==> config.mk <==
export PLATFORM = sky130hd
export DESIGN_NAME = tvi_ctrl
export DESIGN_NICKNAME = d
export VERILOG_FILES = /design/src/hw/rtl/tvi_pkg.sv /design/src/hw/rtl/tvi_ctrl.sv
export SDC_FILE = /design/constraint.sdc
export NUM_CORES = 1
export LEC_CHECK = 0
export BUFFER_PORTS_ARGS = -buffer_cell sky130_fd_sc_hd__buf_2
export CORE_AREA = 5 5 42 44
export CTS_CLUSTER_DIAMETER = 150
export CTS_CLUSTER_SIZE = 25
export DETAILED_ROUTE_END_ITERATION = 7
export DIE_AREA = 0 0 47 49
export GPL_ROUTABILITY_DRIVEN = 0
export PLACE_DENSITY_LB_ADDON = 0.1
export SYNTH_ARGS = -nofsm -noshare
export SYNTH_HDL_FRONTEND = slang
export SYNTH_SLANG_ARGS = --single-unit
==> constraint.sdc <==
create_clock -name i_clk -period 1.3 [get_ports i_clk]
set_input_delay 0.13 -clock i_clk [delete_from_list [all_inputs] [get_ports i_clk]]
set_output_delay 0.13 -clock i_clk [all_outputs]
set_load 0.05 [all_outputs]
==> src/hw/rtl/tvi_pkg.sv <==
package tvi_pkg;

    // Fixed field widths of the stream and configuration ports
    localparam int COORD_W     = 15;
    localparam int IN_SAMPLE_W = 16;
    localparam int OUT_W       = 16;
    localparam int CFG_W       = 6;
    localparam int CFG_IDX_W   = 2;
    localparam int IN_TDATA_W  = 64;

    // Field positions inside the slave tdata word
    localparam int X_LSB = 0;
    localparam int Y_LSB = X_LSB + COORD_W;
    localparam int Z_LSB = Y_LSB + COORD_W;
    localparam int S_LSB = Z_LSB + COORD_W;

    // Command carried on the slave tuser bit
    localparam logic CMD_WRITE = 1'b0;
    localparam logic CMD_QUERY = 1'b1;

    // Configuration register indexes
    localparam logic [CFG_IDX_W-1:0] CFG_SIZE_X = 2'd0;
    localparam logic [CFG_IDX_W-1:0] CFG_SIZE_Y = 2'd1;
    localparam logic [CFG_IDX_W-1:0] CFG_SIZE_Z = 2'd2;
    localparam logic [CFG_W-1:0]     CFG_SIZE_RESET = 6'd32;

    // Corner counter: bit 2 selects x, bit 1 selects y, bit 0 selects z
    localparam int                  CORNER_W    = 3;
    localparam logic [CORNER_W-1:0] LAST_CORNER = 3'd7;

    // Output saturation bounds
    localparam int OUT_MAX = 32767;
    localparam int OUT_MIN = -32768;

    // Controller to datapath commands
    typedef struct packed {
        logic                wr;
        logic                load;
        logic                issue;
        logic [CORNER_W-1:0] corner;
        logic                out_load;
    } t_dp_cmd;

    // Datapath to controller status
    typedef struct packed {
        logic done;
        logic out_free;
    } t_dp_stat;

endpackage

==> src/hw/rtl/tvi_ctrl.sv <==
module tvi_ctrl (
    input  logic              i_clk,
    input  logic              i_rst_n,
    input  logic              i_s_axis_tvalid,
    output logic              o_s_axis_tready,
    input  logic              i_s_axis_tuser,
    input  tvi_pkg::t_dp_stat i_stat,
    output tvi_pkg::t_dp_cmd  o_cmd
);
    import tvi_pkg::*;

    typedef enum logic [3:0] {
        ST_IDLE = 4'b0001,
        ST_READ = 4'b0010,
        ST_WAIT = 4'b0100,
        ST_HOLD = 4'b1000
    } t_state;

    t_state              r_state, n_state;
    logic [CORNER_W-1:0] r_corner, n_corner;
    logic                w_accept;

    // Take items only between queries
    assign o_s_axis_tready = (r_state == ST_IDLE);
    assign w_accept        = i_s_axis_tvalid && o_s_axis_tready;

    // Commands to the datapath
    always_comb begin
        o_cmd.wr       = w_accept && (i_s_axis_tuser == CMD_WRITE);
        o_cmd.load     = w_accept && (i_s_axis_tuser == CMD_QUERY);
        o_cmd.issue    = (r_state == ST_READ);
        o_cmd.corner   = r_corner;
        o_cmd.out_load = ((r_state == ST_WAIT) && i_stat.done && i_stat.out_free)
                      || ((r_state == ST_HOLD) && i_stat.out_free);
    end

    // Next state
    always_comb begin
        n_state  = r_state;
        n_corner = r_corner;
        unique case (r_state)
            ST_IDLE: begin
                if (o_cmd.load) begin
                    n_state  = ST_READ;
                    n_corner = '0;
                end
            end
            ST_READ: begin
                n_corner = r_corner + CORNER_W'(1);
                if (r_corner == LAST_CORNER) begin
                    n_state = ST_WAIT;
                end
            end
            ST_WAIT: begin
                if (i_stat.done) begin
                    n_state = i_stat.out_free ? ST_IDLE : ST_HOLD;
                end
            end
            ST_HOLD: begin
                if (i_stat.out_free) begin
                    n_state = ST_IDLE;
                end
            end
            default: begin
                n_state = ST_IDLE;
            end
        endcase
    end

    always_ff @(posedge i_clk) begin
        if (!i_rst_n) begin
            r_state  <= ST_IDLE;
            r_corner <= '0;
        end else begin
            r_state  <= n_state;
            r_corner <= n_corner;
        end
    end

    // A finished blend only arrives while the controller waits for it
    a_done_in_wait: assert property (@(posedge i_clk) disable iff (!i_rst_n)
        i_stat.done |-> (r_state == ST_WAIT))
        else $error("blend finished outside the wait state");

    // A query starts its corner reads at the first corner
    a_load_starts: assert property (@(posedge i_clk) disable iff (!i_rst_n)
        o_cmd.load |=> (r_state == ST_READ) && (r_corner == '0))
        else $error("query did not start at the first corner");

    // Eight reads, then wait
    a_read_ends: assert property (@(posedge i_clk) disable iff (!i_rst_n)
        (r_state == ST_READ) && (r_corner == LAST_CORNER) |=> (r_state == ST_WAIT))
        else $error("corner reads did not end after the last corner");

endmodule

==> flow_results.xml <==
<?xml version="1.0" encoding="UTF-8"?>
<metrics>
  <group name="hold_path">
    <metric name="hold_path_class" unit="">in2reg</metric>
    <metric name="timing.hold.worst.start" unit="">i_rst_n</metric>
  </group>
  <group name="setup_path">
    <metric name="crit_path_max_incr_delay" unit="ps">360</metric>
    <metric name="r2r_setup_slack" unit="ps">-20</metric>
    <metric name="endpoint_kind" unit="">primary output</metric>
    <metric name="crit_slowest_cell" unit="">dfxtp_4</metric>
    <metric name="critical_path.reg2reg.startpoint" unit="">r_state[1]</metric>
    <metric name="critical_path_class" unit="">reg2out</metric>
    <metric name="worst_setup_path_endpoint" unit="">o_cmd[5]</metric>
    <metric name="critPathRequiredTime" unit="ps">1170</metric>
    <metric name="startpoint" unit="">r_state[1]</metric>
    <metric name="timing.rr.end" unit="">r_state[0]</metric>
    <metric name="critical_path.cell_chain" unit="">and2b_2, buf_6, and3_4, buf_8</metric>
    <metric name="number_of_cells_on_the_worst_reg_to_reg_path" unit="">4</metric>
    <metric name="cp-start-kind" unit="">flop</metric>
    <metric name="cp.arrival" unit="ps">1290</metric>
    <metric name="crit_path_max_fanout" unit="">4</metric>
  </group>
  <group name="die">
    <metric name="chipHeight" unit="um">49</metric>
    <metric name="ios" unit="">14</metric>
    <metric name="die_width" unit="um">47</metric>
    <metric name="initial_utilization" unit="">0.289</metric>
    <metric name="core_region_area" unit="um^2">1400</metric>
    <metric name="die_area" unit="um^2">2300</metric>
    <metric name="fp-row-count" unit="">14</metric>
  </group>
  <group name="place">
    <metric name="hpwlAfterDp" unit="um">795</metric>
    <metric name="io_buffer_count" unit="">13</metric>
    <metric name="placedCellCount" unit="">83</metric>
  </group>
  <group name="routing">
    <metric name="dr.first_iter.drc_count" unit="">2</metric>
    <metric name="residual_antenna_violating_net_count_after_detailed_routing" unit="">0</metric>
    <metric name="vias" unit="">463</metric>
    <metric name="avgViaCountPerCell" unit="">4.98</metric>
    <metric name="detail_route.drc_violations" unit="">0</metric>
    <metric name="firstDrtPassIters" unit="">4</metric>
    <metric name="detail_route.wl_per_cell" unit="um">13.1</metric>
    <metric name="postRouteWirelength" unit="um">1220</metric>
  </group>
  <group name="synth">
    <metric name="synth_edf_count" unit="">0</metric>
    <metric name="netlist_area" unit="um^2">405</metric>
    <metric name="synth_largest_type_area_fraction" unit="">0.346</metric>
    <metric name="yosysWarnings" unit="">0</metric>
    <metric name="post_synth_xor_area_fraction" unit="">0</metric>
    <metric name="dominant_combinational_cell_family_by_area_after_synthesis" unit="">simple AND/OR/NAND/NOR gates</metric>
    <metric name="synth_cell_types" unit="">25</metric>
    <metric name="synth.largest_area_cell" unit="">dfxtp_1</metric>
    <metric name="post_synth_main_area_contributors" unit="">dfxtp_1, ha_1, nor2_1</metric>
    <metric name="synth_adder_area_share" unit="">0.0617</metric>
    <metric name="synth-simple-area-share" unit="">0.361</metric>
    <metric name="syn-mean-instance-area" unit="um^2">8.45</metric>
    <metric name="synth.yosys.seq_area_share" unit="">0.346</metric>
    <metric name="synth_mux_area_frac" unit="">0.0247</metric>
    <metric name="synth_fp_nets" unit="">56</metric>
    <metric name="ys_flop_type" unit="">dfxtp_1</metric>
    <metric name="syn_inst" unit="">48</metric>
    <metric name="synth-compound-area-share" unit="">0.176</metric>
    <metric name="ys_seq_elements" unit="">7</metric>
    <metric name="async_reset_ff_frac" unit="">0</metric>
  </group>
  <group name="clock_network">
    <metric name="clk_path_buf_depth" unit="">2</metric>
    <metric name="cts_tree" unit="">built</metric>
    <metric name="clock_tree.root_cell" unit="">clkbuf_4</metric>
    <metric name="cts.sink_count" unit="">7</metric>
    <metric name="cts_made_buffers" unit="">3</metric>
    <metric name="cts_max_level" unit="">1</metric>
    <metric name="clk_latency" unit="ps">260</metric>
    <metric name="clk_pin_slew_worst_setup_hold_paths" unit="ps">60</metric>
    <metric name="post_cts_hold_buffer_count" unit="">0</metric>
  </group>
  <group name="sta">
    <metric name="whs" unit="ps">53.2</metric>
    <metric name="final-setup-viol-count" unit="">5</metric>
    <metric name="final_hold_viol_count" unit="">0</metric>
    <metric name="unrepaired_setup_endpoints_after_global_routing" unit="">yes</metric>
    <metric name="maxSlewHeadroom" unit="">0.828</metric>
    <metric name="worst-slew-pin-transition" unit="ps">258</metric>
    <metric name="fmax" unit="MHz">705</metric>
    <metric name="final.setup.worst_slack" unit="ps">-118</metric>
    <metric name="slew_viol_final" unit="">0</metric>
    <metric name="period_utilization" unit="">1.09</metric>
    <metric name="skew" unit="ps">2.77</metric>
    <metric name="post-route-min-period" unit="ps">1420</metric>
  </group>
  <group name="grt">
    <metric name="global_route.usage.total" unit="">0.124</metric>
    <metric name="gr-total-overflow" unit="">0</metric>
    <metric name="grt_first_pass_wirelength" unit="um">2010</metric>
    <metric name="vias_in_the_first_global_route" unit="">464</metric>
    <metric name="grt_start_max_net_pins" unit="">7</metric>
    <metric name="grt_antenna_before_repair" unit="">0</metric>
  </group>
  <group name="power">
    <metric name="vdd.ir_drop.worst" unit="mV">0.464</metric>
    <metric name="p_seq_frac" unit="">0.327</metric>
    <metric name="sw_frac_of_total" unit="">0.342</metric>
    <metric name="power.density" unit="nW/um^2">932</metric>
    <metric name="total_switching_power" unit="mW">0.244</metric>
    <metric name="power.leakage" unit="nW">0.335</metric>
    <metric name="power.share.clock" unit="">0.304</metric>
    <metric name="internal-power" unit="mW">0.469</metric>
    <metric name="power_frac_comb" unit="">0.370</metric>
  </group>
  <group name="final_layout">
    <metric name="post-route-util" unit="">0.546</metric>
    <metric name="design.final.nets" unit="">86</metric>
    <metric name="drive_gt1_frac" unit="">0.688</metric>
    <metric name="antennaDiodeCount" unit="">0</metric>
    <metric name="finalNonFillerCells" unit="">93</metric>
    <metric name="area_growth" unit="%">88.6</metric>
  </group>
  <group name="run_status">
    <metric name="failed_checks" unit="">setup timing</metric>
    <metric name="run_status" unit="">finished, violations left</metric>
  </group>
  <group name="run">
    <metric name="max_cap_violations" unit="">0</metric>
  </group>
</metrics>
-- cells in the final DEF (no fill, tap or decap), drive strengths merged, types with 2 or more instances in the layout --
master / netlist / layout
nand2: 3 / 3
buf: 1 / 26
nor2: 6 / 6
ha: 2 / 2
dfxtp: 7 / 7
inv: 2 / 2
nor2b: 3 / 3
nor3b: 3 / 3
o21ai: 2 / 2
and2: 2 / 2
a21oi: 3 / 3
clkbuf: 0 / 4
a22oi: 2 / 2
-- sequential cells by signal (all words and copies together) (netlist names) --
signal and cells:
r_corner 3, r_state 4
-- Yosys cell counts (all sizes together), types with 2 or more instances --
master,count
dfxtp,7
nor2,6
a21oi,3
nand2,3
nor2b,3
nor3b,3
a22oi,2
and2,2
ha,2
inv,2
o21ai,2
-- through the flow --
stage	power [mW]	setup TNS (ps)	setup slack (ps)	area [um^2]
final	0.713	-344	-118	764
after global routing	0.755	-847	-165	764
after CTS	0.675	-342	-143	708
after detailed placement	0.419	0	3.01	588
after global placement	0.422	-6.62	-6.62	588
after floorplan	0.350	-21.5	-21.5	455
-- how the worst min path moves through the flow --
stage | endpoint | slack [ps] | depth (start not counted)
final | r_state[0] | 50 | 2
after floorplan | r_state[3] | 210 | 1
after global routing | r_state[0] | 60 | 2
after detailed placement | r_state[0] | 340 | 2
after global placement | r_state[0] | 330 | 2
after CTS | r_state[0] | 60 | 2
-- cell type report --
class                      instances  area [um^2]
sequential                         7          159
clock buffer                       4         26.3
timing repair buffer              26          201
multi-input combinational         38          350
inverter                           2         7.51
tap                               16         20.0
fill                             136          637
-- layer usage --
metal,vias to the layer above,global-route usage,wire length (um)
li1,235,-,-
met1,213,0.147,527
met2,10,0.179,583
met3,5,0.0221,58
met4,0,0.111,47
met5,-,0,0
-- worst max-delay path: cells and delay by family, from the launching register on --
| kind | cells | cell delay, ps |
|---|---|---|
| simple gates | 2 | 400 |
| flops | 1 | 360 |
| buf+inv | 2 | 260 |
-- repair_timing --
item | CTS | global route
buffers inserted | 4 | 2
endpoints found under the setup margin | 6 | 10
pin swaps | 7 | 1
gates resized for setup | 24 | 11
-- power groups by stage --
stage	Combinational, mW	Sequential, mW	Clock [mW]
floorplan	0.113	0.238	0
finish	0.263	0.233	0.216
detailed placement	0.180	0.238	0
global placement	0.182	0.239	0
CTS	0.221	0.232	0.223
global route	0.283	0.235	0.237
-- kinds of logic after synthesis --
logic type,count (synthesis)
fa+ha+maj,2
mux,1
flops,7
simple gates,24
buf+inv,3
compound gates,11
No activity file was read; power rests on OpenSTA's default activity.
